## config.mk

```make
export PLATFORM = sky130hd
export DESIGN_NAME = icy_metadata_demux_unit
export DESIGN_NICKNAME = d
export VERILOG_FILES = /design/src/rtl/imd_pkg.sv /design/src/rtl/imd_queue.sv /design/src/rtl/imd_front.sv /design/src/rtl/imd_back.sv /design/src/rtl/icy_metadata_demux_unit.sv
export SDC_FILE = /design/constraint.sdc
export NUM_CORES = 1
export LEC_CHECK = 0
export CAP_MARGIN = 40
export CORE_MARGIN = 5
export CORE_UTILIZATION = 65
export DETAILED_ROUTE_END_ITERATION = 10
export DONT_BUFFER_PORTS = 1
export PLACE_DENSITY = 0.81
export SLEW_MARGIN = 20
export SYNTH_ARGS = -nofsm -noshare
export SYNTH_HDL_FRONTEND = slang
export SYNTH_SLANG_ARGS = --single-unit
```

## constraint.sdc

```tcl
create_clock -name clk -period 8.5 [get_ports clk]
set_clock_uncertainty 0.2 [all_clocks]
set_input_delay 0.85 -clock clk [delete_from_list [all_inputs] [get_ports clk]]
set_output_delay 0.85 -clock clk [all_outputs]
set_load 0.02 [all_outputs]
```

## src/rtl/imd_pkg.sv

```systemverilog
package imd_pkg;

  localparam int unsigned POS_W = 12;

  localparam logic [1:0] KIND_AUDIO   = 2'd0;
  localparam logic [1:0] KIND_LENGTH  = 2'd1;
  localparam logic [1:0] KIND_CONTENT = 2'd2;

  localparam logic [3:0] PREFIX_LEN = 4'd13;
  localparam logic [7:0] CHAR_QUOTE = 8'h27;
  localparam logic [7:0] CHAR_SEMI  = 8'h3B;

  localparam int unsigned QUEUE_DEPTH = 2;

  typedef enum logic [1:0] {
    PHASE_AUDIO = 2'b01,
    PHASE_META  = 2'b10
  } phase_t;

  typedef struct packed {
    logic [1:0]       kind;
    logic [7:0]       data;
    logic [POS_W-1:0] pos;
    logic             last;
  } item_t;

  typedef struct packed {
    logic [1:0]       kind;
    logic [7:0]       data;
    logic             block_end;
    logic             found;
    logic [POS_W-1:0] offset;
    logic [POS_W-1:0] length;
  } result_t;

  function automatic logic [7:0] title_key(input logic [3:0] idx);
    logic [7:0] c;
    case (idx)
      4'd0:    c = 8'h53;
      4'd1:    c = 8'h74;
      4'd2:    c = 8'h72;
      4'd3:    c = 8'h65;
      4'd4:    c = 8'h61;
      4'd5:    c = 8'h6D;
      4'd6:    c = 8'h54;
      4'd7:    c = 8'h69;
      4'd8:    c = 8'h74;
      4'd9:    c = 8'h6C;
      4'd10:   c = 8'h65;
      4'd11:   c = 8'h3D;
      4'd12:   c = 8'h27;
      default: c = 8'h00;
    endcase
    return c;
  endfunction

endpackage

```

## src/rtl/imd_queue.sv

```systemverilog
module imd_queue #(
  parameter int unsigned WIDTH = 8
) (
  input  logic             clk,
  input  logic             rst,
  input  logic             push,
  input  logic [WIDTH-1:0] push_data,
  output logic             full,
  input  logic             pop,
  output logic [WIDTH-1:0] pop_data,
  output logic             empty
);

  localparam int unsigned DEPTH = imd_pkg::QUEUE_DEPTH;
  localparam int unsigned PTR_W = (DEPTH > 1) ? $clog2(DEPTH) : 1;
  localparam int unsigned CNT_W = $clog2(DEPTH + 1);

  logic [WIDTH-1:0] mem [DEPTH];
  logic [PTR_W-1:0] wr_ptr;
  logic [PTR_W-1:0] rd_ptr;
  logic [CNT_W-1:0] count;
  logic             do_push;
  logic             do_pop;

  assign full     = (count == CNT_W'(DEPTH));
  assign empty    = (count == '0);
  assign do_push  = push && !full;
  assign do_pop   = pop && !empty;
  assign pop_data = mem[rd_ptr];

  always_ff @(posedge clk) begin
    if (do_push) begin
      mem[wr_ptr] <= push_data;
    end
  end

  always_ff @(posedge clk) begin
    if (rst) begin
      wr_ptr <= '0;
      rd_ptr <= '0;
      count  <= '0;
    end else begin
      if (do_push) begin
        wr_ptr <= (wr_ptr == PTR_W'(DEPTH - 1)) ? '0 : wr_ptr + 1'b1;
      end
      if (do_pop) begin
        rd_ptr <= (rd_ptr == PTR_W'(DEPTH - 1)) ? '0 : rd_ptr + 1'b1;
      end
      if (do_push && !do_pop) begin
        count <= count + 1'b1;
      end else if (do_pop && !do_push) begin
        count <= count - 1'b1;
      end
    end
  end

endmodule

```

## src/rtl/imd_front.sv

```systemverilog
module imd_front #(
  parameter int unsigned LENGTH_UNIT = 16
) (
  input  logic                clk,
  input  logic                rst,
  input  logic                cfg_write,
  input  logic [19:0]         cfg_interval,
  input  logic                accept,
  input  logic [7:0]          in_byte,
  output imd_pkg::item_t      item
);

  localparam int unsigned REM_W = $clog2(255 * LENGTH_UNIT + 1);

  logic [19:0]               interval;
  logic [19:0]               countdown;
  imd_pkg::phase_t           phase;
  logic [REM_W-1:0]          remaining;
  logic [imd_pkg::POS_W-1:0] position;
  logic [REM_W-1:0]          rem_load;

  assign rem_load = REM_W'(in_byte) * REM_W'(LENGTH_UNIT);

  always_comb begin
    item.data = in_byte;
    item.pos  = position;
    item.kind = imd_pkg::KIND_AUDIO;
    item.last = 1'b0;
    if (interval != '0) begin
      if (phase == imd_pkg::PHASE_AUDIO) begin
        if (countdown == '0) begin
          item.kind = imd_pkg::KIND_LENGTH;
          item.last = (rem_load == '0);
        end
      end else begin
        item.kind = imd_pkg::KIND_CONTENT;
        item.last = (remaining == REM_W'(1));
      end
    end
  end

  always_ff @(posedge clk) begin
    if (rst) begin
      interval  <= '0;
      countdown <= '0;
      phase     <= imd_pkg::PHASE_AUDIO;
      remaining <= '0;
      position  <= '0;
    end else if (cfg_write) begin
      interval  <= cfg_interval;
      countdown <= cfg_interval;
      phase     <= imd_pkg::PHASE_AUDIO;
      remaining <= '0;
      position  <= '0;
    end else if (accept && interval != '0) begin
      case (phase)
        imd_pkg::PHASE_AUDIO: begin
          if (countdown != '0) begin
            countdown <= countdown - 1'b1;
          end else begin
            remaining <= rem_load;
            position  <= '0;
            if (rem_load == '0) begin
              countdown <= interval;
            end else begin
              phase <= imd_pkg::PHASE_META;
            end
          end
        end
        imd_pkg::PHASE_META: begin
          remaining <= remaining - 1'b1;
          position  <= position + 1'b1;
          if (remaining == REM_W'(1)) begin
            phase     <= imd_pkg::PHASE_AUDIO;
            countdown <= interval;
          end
        end
        default: begin
          phase <= imd_pkg::PHASE_AUDIO;
        end
      endcase
    end
  end

endmodule

```

## src/rtl/imd_back.sv

```systemverilog
module imd_back (
  input  logic             clk,
  input  logic             rst,
  input  logic             clear,
  input  logic             step,
  input  imd_pkg::item_t   item,
  output imd_pkg::result_t result
);

  logic [3:0]                prefix_matched;
  logic                      title_started;
  logic [imd_pkg::POS_W-1:0] title_start;
  logic                      first_quote_seen;
  logic [imd_pkg::POS_W-1:0] first_quote_pos;
  logic                      pair_end_seen;
  logic [imd_pkg::POS_W-1:0] pair_end_pos;
  logic                      quote_pending;

  logic [3:0]                prefix_matched_next;
  logic                      title_started_next;
  logic [imd_pkg::POS_W-1:0] title_start_next;
  logic                      first_quote_seen_next;
  logic [imd_pkg::POS_W-1:0] first_quote_pos_next;
  logic                      pair_end_seen_next;
  logic [imd_pkg::POS_W-1:0] pair_end_pos_next;
  logic                      quote_pending_next;
  logic                      is_content;
  logic                      flush;
  logic [imd_pkg::POS_W-1:0] stop_pos;

  assign is_content = (item.kind == imd_pkg::KIND_CONTENT);
  assign flush      = (item.kind == imd_pkg::KIND_LENGTH) || (is_content && item.last);

  always_comb begin
    prefix_matched_next   = prefix_matched;
    title_started_next    = title_started;
    title_start_next      = title_start;
    first_quote_seen_next = first_quote_seen;
    first_quote_pos_next  = first_quote_pos;
    pair_end_seen_next    = pair_end_seen;
    pair_end_pos_next     = pair_end_pos;
    quote_pending_next    = quote_pending;
    if (is_content) begin
      if (!title_started) begin
        if (prefix_matched < imd_pkg::PREFIX_LEN &&
            item.data == imd_pkg::title_key(prefix_matched)) begin
          prefix_matched_next = prefix_matched + 1'b1;
        end else begin
          prefix_matched_next = (item.data == imd_pkg::title_key(4'd0)) ? 4'd1 : 4'd0;
        end
        if (prefix_matched_next == imd_pkg::PREFIX_LEN) begin
          title_started_next = 1'b1;
          title_start_next   = item.pos + 1'b1;
        end
      end else begin
        if (item.data == imd_pkg::CHAR_SEMI && quote_pending && !pair_end_seen) begin
          pair_end_seen_next = 1'b1;
          pair_end_pos_next  = item.pos - 1'b1;
        end
        if (item.data == imd_pkg::CHAR_QUOTE && !first_quote_seen) begin
          first_quote_seen_next = 1'b1;
          first_quote_pos_next  = item.pos;
        end
        quote_pending_next = (item.data == imd_pkg::CHAR_QUOTE);
      end
    end
  end

  assign stop_pos = pair_end_seen_next ? pair_end_pos_next : first_quote_pos_next;

  always_comb begin
    result.kind      = item.kind;
    result.data      = item.data;
    result.block_end = item.last;
    result.found     = is_content && item.last && title_started_next &&
                       (pair_end_seen_next || first_quote_seen_next);
    result.offset    = result.found ? title_start_next : '0;
    result.length    = result.found ? stop_pos - title_start_next : '0;
  end

  always_ff @(posedge clk) begin
    if (step) begin
      title_start     <= title_start_next;
      first_quote_pos <= first_quote_pos_next;
      pair_end_pos    <= pair_end_pos_next;
    end
  end

  always_ff @(posedge clk) begin
    if (rst || clear) begin
      prefix_matched   <= '0;
      title_started    <= 1'b0;
      first_quote_seen <= 1'b0;
      pair_end_seen    <= 1'b0;
      quote_pending    <= 1'b0;
    end else if (step) begin
      if (flush) begin
        prefix_matched   <= '0;
        title_started    <= 1'b0;
        first_quote_seen <= 1'b0;
        pair_end_seen    <= 1'b0;
        quote_pending    <= 1'b0;
      end else begin
        prefix_matched   <= prefix_matched_next;
        title_started    <= title_started_next;
        first_quote_seen <= first_quote_seen_next;
        pair_end_seen    <= pair_end_seen_next;
        quote_pending    <= quote_pending_next;
      end
    end
  end

endmodule

```

## src/rtl/icy_metadata_demux_unit.sv

```systemverilog
// Stream metadata splitter: one received stream byte per word in, one tagged
// word out per byte.
// Input queue side: drive data_byte with push; the word is taken on a clock
// edge where push is high and full is low.
// Result queue side: while empty is low the oldest result sits on byte_kind,
// out_byte, block_end, title_found, title_offset and title_length; pop takes
// it. Title fields are valid on the word that has block_end set.
// Configuration: meta_interval is written on an edge with cfg_valid high
// (cfg_ready is always high); a write restarts the audio count and drops any
// partial block. Write it only while no words are in flight.
// A pushed word is held in the internal queue, then in the result queue.
// Throughput: one word per cycle (single-step title matcher) with pop high.
// Reset: all queues empty, metadata disabled, every byte tagged as audio.
// When pop is held low the result queue fills, then the internal queue, and
// then full rises; no word is lost and the front keeps counting only what
// it takes.
module icy_metadata_demux_unit #(
  parameter int unsigned LENGTH_UNIT = 16
) (
  input  logic        clk,
  input  logic        rst,
  input  logic        cfg_valid,
  output logic        cfg_ready,
  input  logic [19:0] meta_interval,
  input  logic        push,
  output logic        full,
  input  logic [7:0]  data_byte,
  output logic        empty,
  input  logic        pop,
  output logic [1:0]  byte_kind,
  output logic [7:0]  out_byte,
  output logic        block_end,
  output logic        title_found,
  output logic [11:0] title_offset,
  output logic [11:0] title_length
);

  localparam int unsigned ITEM_W   = $bits(imd_pkg::item_t);
  localparam int unsigned RESULT_W = $bits(imd_pkg::result_t);

  logic             cfg_write;
  logic             accept;
  imd_pkg::item_t   front_item;
  imd_pkg::item_t   mid_item;
  logic             mid_empty;
  logic             res_full;
  logic             step;
  imd_pkg::result_t back_result;
  imd_pkg::result_t out_result;

  assign cfg_ready = 1'b1;
  assign cfg_write = cfg_valid && cfg_ready;
  assign accept    = push && !full;
  assign step      = !mid_empty && !res_full;

  imd_front #(
    .LENGTH_UNIT(LENGTH_UNIT)
  ) u_front (
    .clk         (clk),
    .rst         (rst),
    .cfg_write   (cfg_write),
    .cfg_interval(meta_interval),
    .accept      (accept),
    .in_byte     (data_byte),
    .item        (front_item)
  );

  imd_queue #(
    .WIDTH(ITEM_W)
  ) u_mid_queue (
    .clk      (clk),
    .rst      (rst),
    .push     (accept),
    .push_data(front_item),
    .full     (full),
    .pop      (step),
    .pop_data (mid_item),
    .empty    (mid_empty)
  );

  imd_back u_back (
    .clk   (clk),
    .rst   (rst),
    .clear (cfg_write),
    .step  (step),
    .item  (mid_item),
    .result(back_result)
  );

  imd_queue #(
    .WIDTH(RESULT_W)
  ) u_res_queue (
    .clk      (clk),
    .rst      (rst),
    .push     (step),
    .push_data(back_result),
    .full     (res_full),
    .pop      (pop),
    .pop_data (out_result),
    .empty    (empty)
  );

  assign byte_kind    = out_result.kind;
  assign out_byte     = out_result.data;
  assign block_end    = out_result.block_end;
  assign title_found  = out_result.found;
  assign title_offset = out_result.offset;
  assign title_length = out_result.length;

endmodule

```

==> flow_summary.toml, run 1 <==
[global_routing]
antenna_found_initial = 0
gr-total-overflow = 0
busiest_layer = "met2"
gr-usage-met2_pct = 37.1
gr-usage-met3_pct = 3.86
grtUsageTotal_pct = 22.2
grt_util_met1_pct = 30.3
grt_max_degree = 62
grt_pass1_vias = 7942
grt_pass1_wl_um = 40200

[sta]
rsz0062_at_grt = "no"
max_slew.worst_pin.slew_ns = 0.769
fin_crit_sh_pct = 58.8
final.min_clock_period_ns = 5.00
drv_slew = 0
fmax_ghz = 0.200
relSlewSlack_pct = 47.3
worst_slack_ns = 3.50
finalSetupViolations = 0
hold_viol = 0
setup_tns_ns = 0

[logic_synthesis]
synthSimpleGateAreaFrac_pct = 15.4
synth_top_cells_by_area = "edfxtp_1 39%, dfxtp_1 15%, mux2_2 6.0%"
syn_inst = 1115
async_flop_share_pct = 0
synth_nets = 1175
synth_top_family_by_area = "simple AND/OR/NAND/NOR gates"
synth-seq-cells = 245
synth_warnings = 0
netlist_top_cells_count = "154 x edfxtp_1, 139 x nor2_1, 91 x dfxtp_1"
synth.yosys.seq_area_share_pct = 54.1
synth.largest_area_cell = "edfxtp_1"
synth_adder_area_share_pct = 2.90
synth_top_cell_area_share_pct = 38.8
synth_compound_area_share_pct = 10.8
synth-edff-count = 154
ys_types = 76
syn_area_per_cell_um2 = 10.7
synth_xor_xnor_area_share_pct = 4.47
synth_area_um2 = 11900
synth.most_common_cell = "edfxtp_1"
synth-main-ff-cell = "edfxtp_1"
synth_mux_area_share_pct = 8.95

[critical_path]
reg2reg_slack_ns = 3.50
crit_required_ns = 8.53
worst_path_max_delay_cell = "or4_1"
cp_cell_sequence = "buf_4 -> mux2i_1 -> o211ai_4 -> or4_1 -> nand2_1 -> o21ai_0 -> mux2_2 -> ha_1 -> nor2b_1 -> o21ai_0 -> nand2b_1 -> a21o_1 -> a21o_1 -> a31oi_1 -> mux2i_1 -> a21oi_1"
cp_max_fo = 28
start_kind = "flop"
end_kind = "flop"
critical_path_class = "reg2reg"
cp_top_family = "simple AND/OR/NAND/NOR gates"
arrival_ns = 5.03
worst_path_largest_cell_delay_ns = 0.87
cp_num_buf_inv = 1

[place]
dp_hpwl_um = 16600
preCtsSetupSlack_ns = 3.49
place_area_um2 = 12200
gp_congestion = 0.857
io_buffers = 0

[clock_tree]
cts-root-buf = "clkbuf_16"
cts_tree = "yes"
cts_resized = 0
htreeDepth = 1
ctsHoldBuffers = 0
cts_setup_buffers = 0
ctsLongestPathBuffers = 3
clock_latency_ns = 0.51
cts_sinks = 245
cts_buffers = 25
clkTransAtPathRegs_ns = 0.06

[drt]
finalWirelength_um = 24100
via_per_inst = 6.07
drc = 0
detail-route-antenna-nets = 0
dr_total_vias = 8242
drtIter0Drc = 615
firstDrtPassIters = 5
avgRoutedWirePerCell_um = 17.7

[floorplanning]
die_h_um = 145
pin_count = 72
placementRows = 49
die_x_um = 145
start_util_pct = 66.1
coreArea_um2 = 18000
dieArea_um2 = 21200

[run]
max_cap_violations = 0

[final_layout]
num-fill-cells = 1213
areaGrowthSynthToFinish_pct = 9.47
design_area_um2 = 13100
drive_gt1_share_pct = 13.0
layout.nets = 1171
n_antenna_cell = 0

[pwr]
power.density_nw_per_um2 = 327
p_leak_nw = 4.76
max-vdd-ir-drop_mv = 0.379

[min_path]
hold_path.class = "in2reg"

[status]
run_status = "finished clean"
## state kept, by name (all words and copies together) (netlist names), named ones only
signal / flops
u_front.phase: 2
u_front.countdown: 20
u_mid_queue.count: 2
u_back.title_started: 1
u_front.remaining: 12
u_mid_queue.rd_ptr: 1
u_back.first_quote_pos: 12
u_res_queue.mem: 72
u_front.position: 12
u_res_queue.count: 2
u_front.interval: 20
u_back.first_quote_seen: 1
u_back.quote_pending: 1
u_back.prefix_matched: 4
u_back.pair_end_seen: 1
u_res_queue.wr_ptr: 1
u_mid_queue.wr_ptr: 1
u_back.pair_end_pos: 12
u_mid_queue.mem: 46
u_back.title_start: 12
u_res_queue.rd_ptr: 1
## cell usage in the layout, fill, tap and decap left out, drive strengths merged, types with 7 or more instances in the layout
cell and count:
edfxtp 154, nor2 139, dfxtp 91, a21oi 73
nand2 71, mux2 63, o21ai 57, inv 49
clkbuf 34, mux2i 33, xnor2 32, nor3 31
nand3 30, xor2 28, nand2b 27, ha 26
nor4 23, buf 17, o21a 14, nor2b 14
nand4 12, a211oi 11, clkinv 8, and3 7
a21o 7
## per-stage QoR
stage / instances / util [%] / hold WS [ns] / total power, W
2_1_floorplan: 1115 / - / 0.237 / 0.00284
3_3_place_gp: 1304 / 67.0 / 0.253 / 0.00306
3_5_place_dp: 1311 / 67.6 / 0.269 / 0.00315
4_1_cts: 1356 / 72.3 / 0.192 / 0.00429
5_1_grt: 1358 / 72.4 / 0.199 / 0.00449
6_report: 1358 / 72.4 / 0.209 / 0.00427
## where the power goes
group          switching, W  internal, W
Clock              0.000433     0.000695
Combinational      0.000889     0.000533
Sequential        0.0000986      0.00163
Total               0.00142      0.00285
## routing by layer
layer	vias to the layer above	wire, µm
met5	-	0
met4	0	626
met3	53	1330
met2	254	11700
met1	3924	10400
li1	4011	-
## path summary, 6_finish.rpt
check	start	endpoint	cells past startpoint
worst min register to register	u_front.remaining[7]	u_front.remaining[7]	2
worst min-delay path	rst	u_front.interval[1]	1
worst max-delay path	flop	u_res_queue.mem[0][10]	16
worst max register to register	flop	u_res_queue.mem[0][10]	16
## cell families (layout without fill, tap and decap cells)
kind of cell    count (synthesis)  in the layout
xor+xnor                       60             60
other cells                     1              1
compound gates                208            208
flops                         245            245
buf+inv                        98            112
simple gates                  380            380
fa+ha+maj                      27             27
mux                            96             96
## area by class of cell
class | count | area [µm²] | area share, %
well taps | 229 | 287 | 2.20
clock buffers | 33 | 696 | 5.33
inverters | 49 | 184 | 1.41
flip-flops and latches | 245 | 6450 | 49.4
repair buffers | 18 | 185 | 1.42
multi-input cells | 772 | 5090 | 39.0
clock inverters | 12 | 161 | 1.24
## worst reg2reg max path, cell delays in order (launching register included)
cell and delay, ns:
dfxtp_1 0.31, buf_4 0.37, mux2i_1 0.47, o211ai_4 0.17, or4_1 0.87, nand2_1 0.18, o21ai_0 0.12, mux2_2 0.31
ha_1 0.31, nor2b_1 0.15, o21ai_0 0.14, nand2b_1 0.11, a21o_1 0.19, a21o_1 0.20, a31oi_1 0.31, mux2i_1 0.23
a21oi_1 0.10
Power figures use the tool's default switching activity.
==> run 2: changes to the inputs <==
Settings changed: ABC_AREA set to 1, CORE_UTILIZATION 65 to 58, PLACE_DENSITY 0.81 to 0.76.
Clock period 8.5 ns to 4.21 ns, I/O delays scaled along.
==> run 2 against run 1 <==
  * Critical path depth increased by 4
  * Final cell count increased by 25%
  * Synthesized cell count increased by 22%
  * Register-to-register slack worse by 3.3 ns
  * Worst hold slack worse by 0.15 ns
  * First-iteration DRC count increased by 11%
  * Sequential share of layout area shrank 3.7 points
  * Critical path type unchanged
  * Sequential cell count unchanged
  * Critical endpoint is now u_res_queue.mem[1][11]
  * Via count grew 15%
  * Clock-buffer cell count fell by 1
==> flow_summary.toml, run 2 <==
[place]
preCtsSetupSlack_ns = 0.0192
place_area_um2 = 12800
gp_congestion = 0.911
placedCellCount = 1621
io_buffers = 0
dp_hpwl_um = 19200

[pwr]
p_leak_nw = 5.76
clkPwrFrac_pct = 26.0
p_sw_share_pct = 37.3
power_frac_comb_pct = 37.0
pwr-share-seq_pct = 37.1
power.density_nw_per_um2 = 673
p_switching_w = 0.00354
p_int_w = 0.00596
max-vdd-ir-drop_mv = 0.424

[critical_path]
cp_max_fo = 22
reg2reg_slack_ns = 0.21
end_kind = "flop"
arrival_ns = 4.08
worstSetupEndpoint = "u_res_queue.mem[1][11]"
r2r-end = "u_res_queue.mem[1][11]"
critical_path_class = "reg2reg"
crit_required_ns = 4.29
start_kind = "flop"
r2r_cells = 20

[status]
run_status = "finished clean"

[logic_synthesis]
syn_area_per_cell_um2 = 9.07
ys_types = 58
synth_warnings = 0
synth_nets = 1423
syn_inst = 1363
synth_top_cell_area_share_pct = 37.4
synth-seq-cells = 245
netlist_top_cells_count = "248 x nand2_1, 179 x inv_1, 154 x edfxtp_1"
synth.yosys.seq_area_share_pct = 52.1
async_flop_share_pct = 0
synth_top_cells_by_area = "edfxtp_1 37%, dfxtp_1 15%, nand2_1 7.5%"
synth.largest_area_cell = "edfxtp_1"
synth.most_common_cell = "nand2_1"
synth_area_um2 = 12400
synth-edff-count = 154
synth-main-ff-cell = "edfxtp_1"

[drt]
via_per_inst = 5.58
drtIter0Drc = 682
finalWirelength_um = 27600
avgRoutedWirePerCell_um = 16.2
firstDrtPassIters = 6
drc = 0
detail-route-antenna-nets = 0
dr_total_vias = 9508

[sta]
final.min_clock_period_ns = 4.00
max_slew.worst_pin.slew_ns = 0.854
hold_viol = 0
fin_crit_sh_pct = 95.1
relSlewSlack_pct = 43.0
hold_slack_ns = 0.0620
drv_slew = 0
worst_slack_ns = 0.208
finalSetupViolations = 0
fmax_ghz = 0.250

[clock_tree]
cts_sinks = 245
cts_buffers = 26
cts_tree = "yes"
htreeDepth = 1
ctsLongestPathBuffers = 3
clock_latency_ns = 0.53
clkTransAtPathRegs_ns = 0.07
cts-root-buf = "clkbuf_16"

[global_routing]
grtUsageTotal_pct = 22.5
grt_max_degree = 43
grt_pass1_vias = 9363
grt_pass1_wl_um = 45600
gr-total-overflow = 0
antenna_found_initial = 1

[final_layout]
layout.nets = 1469
largest_register = "u_res_queue.mem"
drive_gt1_share_pct = 13.6
final_common_cell = "nand2_1"
areaGrowthSynthToFinish_pct = 14.2
largest_reg_flops = 72
fin_util_pct = 67.2
design_area_um2 = 14100
reg_top3 = "u_res_queue.mem x72, u_mid_queue.mem x46"
n_antenna_cell = 0
layout_common_cells = "248 x nand2_1, 179 x inv_1, 154 x edfxtp_1"
fin_cells = 1704

[floorplanning]
placementRows = 53
start_util_pct = 58.8
die_x_um = 156
die_h_um = 156
coreArea_um2 = 21000
pin_count = 72
dieArea_um2 = 24300

[min_path]
hold_path.class = "in2reg"

[run]
max_cap_violations = 0
run 2: changes by cell type after synthesis, sizes merged, moves of 15 or more:
cell | previous run | this run
clkbuf | 39 | 24
o21ai | 57 | 140
a31oi | 5 | 22
nand2 | 71 | 265
mux2i | 33 | 1
inv | 49 | 191
xnor2 | 32 | 6
nand2b | 27 | 0
nand3 | 30 | 51
mux2 | 63 | 36
nor4 | 23 | 7
run 2: logic make-up after synthesis:
| logic type | share of synthesized area, % |
|---|---|
| AOI/OAI and AO/OA | 13.2 |
| xor gates and xnor gates | 2.76 |
| adders and majority gates | 2.79 |
| buffers and inverters | 7.72 |
| DFF | 52.1 |
| muxes | 3.36 |
| other | 0.0303 |
| and+or+nand+nor | 18.0 |
run 2: timing repair:
item	in CTS	in global routing
buffers inserted	0	3
gates resized for setup	2	24
setup endpoints to repair	4	14
endpoints found under the hold margin	66	0
pin swaps	0	4
hold buffers	31	0
run 2: worst max-delay path, cell delays in order (launching register included):
cell	delay, ns
dfxtp_2	0.39
buf_4	0.17
buf_8	0.19
nand2_1	0.10
o21ai_2	0.13
ha_1	0.22
inv_1	0.09
nor4_4	0.30
buf_4	0.17
o21ai_0	0.07
o21a_1	0.13
nand2_1	0.06
o21ai_1	0.11
ha_1	0.41
inv_1	0.09
nor3_1	0.29
a211oi_2	0.10
o2111ai_2	0.25
nand3_1	0.13
nand2_1	0.09
nor2_2	0.05
run 2: routing by layer:
layer  share of wire, %  global-route usage [%]
met1                 42                    28.8
met5              0.047                       0
met3                5.2                    3.27
met4                2.9                    7.84
met2                 49                    39.1
run 2: stage by stage:
step / TNS, ns / power [W]
final: 0 / 0.00950
after CTS: 0 / 0.00936
after detailed placement: 0 / 0.00683
after global routing: -0.145 / 0.0100
after floorplan: 0 / 0.00603
after global placement: 0 / 0.00665
run 2: worst min path at each step:
stage | from | endpoint | slack (ns) | depth (start not counted)
final | rst | u_front.phase[0] | 0.06 | 3
after global placement | u_front.remaining[2] | u_front.remaining[2] | 0.23 | 1
after CTS | meta_interval[9] | u_front.countdown[9] | 0.04 | 4
after global routing | rst | u_front.phase[0] | 0.07 | 3
after floorplan | u_front.remaining[2] | u_front.remaining[2] | 0.21 | 1
after detailed placement | u_front.remaining[2] | u_front.remaining[2] | 0.24 | 1
run 2: final cells by class:
type / count / area, µm²
fill: 1596 / 6900
sequential: 245 / 6450
multi-input combinational: 884 / 5070
inverter: 195 / 749
clock buffer: 32 / 704
timing repair buffer: 57 / 582
tap: 275 / 344
clock inverter: 16 / 224
run 2: power groups by stage:
stage,sequential [W],clock (W),combinational (W)
final,0.00352,0.00247,0.00352
after global routing,0.00357,0.00259,0.00388
after CTS,0.00352,0.00249,0.00335
after detailed placement,0.00356,0,0.00327
after global placement,0.00354,0,0.00310
after floorplan,0.00351,0,0.00252
==> run 3: changes to the inputs <==
Settings changed: ABC_AREA 1 to not set.
Clock period 4.21 ns to 3.6 ns, I/O delays scaled along.
==> run 3 against run 2 <==
  * The run now ends with setup timing left
  * Utilization is 6.5 points higher
  * Global-route usage rose by 0.15 points
  * Die area is 3.3% lower
  * Clock power up 15%
  * Clock-buffer cell count is 3 lower
  * Largest cell class unchanged
  * Largest power group is now combinational logic
==> flow_summary.toml, run 3 (synthesis results as in run 1) <==
[critical_path]
start_kind = "flop"
crit_required_ns = 3.66
end_kind = "flop"
cp_top_family = "simple AND/OR/NAND/NOR gates"
worst_path_largest_cell_delay_ns = 0.65
cp_max_fo = 8
worst_path_max_delay_cell = "or4_4"
crit_top_cell = "a21o_1"
r2r_cells = 17
cp_cell_sequence = "buf_8 -> mux2i_4 -> nand3_2 -> or4_4 -> nand2_2 -> o21ai_4 -> mux2i_2 -> ha_2 -> fa_2 -> nor2b_4 -> o21ai_2 -> nand2b_1 -> a21o_1 -> a21o_1 -> a31oi_4 -> mux2i_1 -> a21oi_1"
reg2reg_slack_ns = -0.47
critical_path_depth = 17
cp_num_buf_inv = 1
critical_path_class = "reg2reg"
arrival_ns = 4.12

[sta]
fmax_ghz = 0.246
finalSetupViolations = 16
worst_slack_ns = -0.465
hold_viol = 0
setup_tns_ns = -5.19
rsz0062_at_grt = "yes"
drv_slew = 0
fin_crit_sh_pct = 113
max_slew.worst_pin.slew_ns = 0.614
final.min_clock_period_ns = 4.07
relSlewSlack_pct = 59.1

[clock_tree]
cts-root-buf = "clkbuf_16"
ctsLongestPathBuffers = 3
cts_tree = "yes"
clock_latency_ns = 0.53
clkTransAtPathRegs_ns = 0.07
cts_sinks = 245
cts_buffers = 25
htreeDepth = 1

[place]
place_area_um2 = 13100
placedCellCount = 1457
io_buffers = 0
gp_congestion = 0.863
dp_hpwl_um = 17400

[pwr]
power_frac_comb_pct = 40.0
p_leak_nw = 5.64
clkPwrFrac_pct = 24.5
pwr-share-seq_pct = 35.5
max-vdd-ir-drop_mv = 0.508
power.density_nw_per_um2 = 779
p_switching_w = 0.00392
p_sw_share_pct = 33.8
p_int_w = 0.00769

[final_layout]
final_common_cell = "edfxtp_1"
largest_register = "u_res_queue.mem"
layout_common_cells = "154 x edfxtp_1, 135 x nor2_1, 121 x buf_4"
fin_util_pct = 73.7
fin_cells = 1562
drive_gt1_share_pct = 24.6
reg_top3 = "u_res_queue.mem x72, u_mid_queue.mem x46"
areaGrowthSynthToFinish_pct = 25.0
largest_reg_flops = 72
layout.nets = 1332
design_area_um2 = 14900
num-fill-cells = 1257

[status]
run_status = "finished, violations left"
violations = "setup timing"

[run]
max_cap_violations = 0

[global_routing]
grt_max_degree = 60
grt_pass1_wl_um = 44600
grtUsageTotal_pct = 22.6
antenna_found_initial = 1
grt_pass1_vias = 8949
gr-total-overflow = 0

[floorplanning]
placementRows = 52
die_x_um = 153
dieArea_um2 = 23500
coreArea_um2 = 20200
pin_count = 72
die_h_um = 153
start_util_pct = 58.9

[drt]
drtIter0Drc = 686
firstDrtPassIters = 6
detail-route-antenna-nets = 0
avgRoutedWirePerCell_um = 17.8
finalWirelength_um = 27800
dr_total_vias = 9009
via_per_inst = 5.77
drc = 0

[min_path]
holdPathStages = 2
hold_path.class = "in2reg"
==> run 3: changes by cell type in the layout (fill, tap and decap cells not counted), sizes merged, moves of 32 or more <==
cell and change:
inv -142, mux2i +32, nand2 -194, buf +112, o21ai -83
==> run 3: area by class of cell <==
class / instances / area [µm²] / share of cell area (%)
flip-flops and latches: 245 / 6450 / 43.3
multi-input cells: 772 / 5410 / 36.3
repair buffers: 179 / 1620 / 10.9
clock buffers: 29 / 651 / 4.37
well taps: 270 / 338 / 2.27
clock inverters: 17 / 255 / 1.71
inverters: 49 / 184 / 1.23
diodes: 1 / 2.50 / 0.0168
==> run 3: worst reg2reg max path, stage by stage (launching register included) <==
cell and delay [ns]:
dfxtp_4 0.43, buf_8 0.16, mux2i_4 0.26, nand3_2 0.11, or4_4 0.65, nand2_2 0.12
o21ai_4 0.07, mux2i_2 0.17, ha_2 0.22, fa_2 0.23, nor2b_4 0.05, o21ai_2 0.14
nand2b_1 0.09, a21o_1 0.17, a21o_1 0.20, a31oi_4 0.20, mux2i_1 0.21, a21oi_1 0.10
==> run 3: power by group through the flow <==
stage / combinational (W) / clock [W] / sequential (W)
2_1_floorplan: 0.00276 / 0 / 0.00405
3_3_place_gp: 0.00383 / 0 / 0.00416
3_5_place_dp: 0.00397 / 0 / 0.00419
4_1_cts: 0.00426 / 0.00286 / 0.00415
5_1_grt: 0.00499 / 0.00297 / 0.00419
6_report: 0.00464 / 0.00284 / 0.00413
==> run 3: final timing paths <==
path | start | end
setup reg to reg | flop | u_res_queue.mem[0][10]
setup / recovery | flop | u_res_queue.mem[0][10]
hold / removal | rst | u_front.phase[1]
hold reg to reg | u_front.remaining[7] | u_front.remaining[7]
==> run 3: stage by stage <==
step	setup WS (ns)	power [W]	hold slack, ns
finish	-0.465	0.0116	0.100
detailed placement	-0.531	0.00816	0.236
global route	-0.605	0.0121	0.122
CTS	-0.291	0.0113	0.100
floorplan	-0.335	0.00681	0.237
global placement	-0.386	0.00800	0.234
==> run 3: metal layers <==
metal / routed length, µm / vias to the layer above / track usage (%) / share of wire (%)
met5: 0 / - / 0 / 0
met4: 713 / 0 / 5.42 / 2.6
li1: - / 4344 / - / -
met3: 1400 / 59 / 3.53 / 5.0
met1: 11600 / 4326 / 29.4 / 42
met2: 14000 / 280 / 40.0 / 50
==> run 3: timing repair <==
item | in CTS | in global routing
pin swaps | 8 | 28
buffers inserted | 8 | 7
endpoints found under the setup margin | 18 | 21
hold buffers | 41 | 0
endpoints found under the hold margin | 75 | 0
gates resized for setup | 25 | 39
cloned | 0 | 1
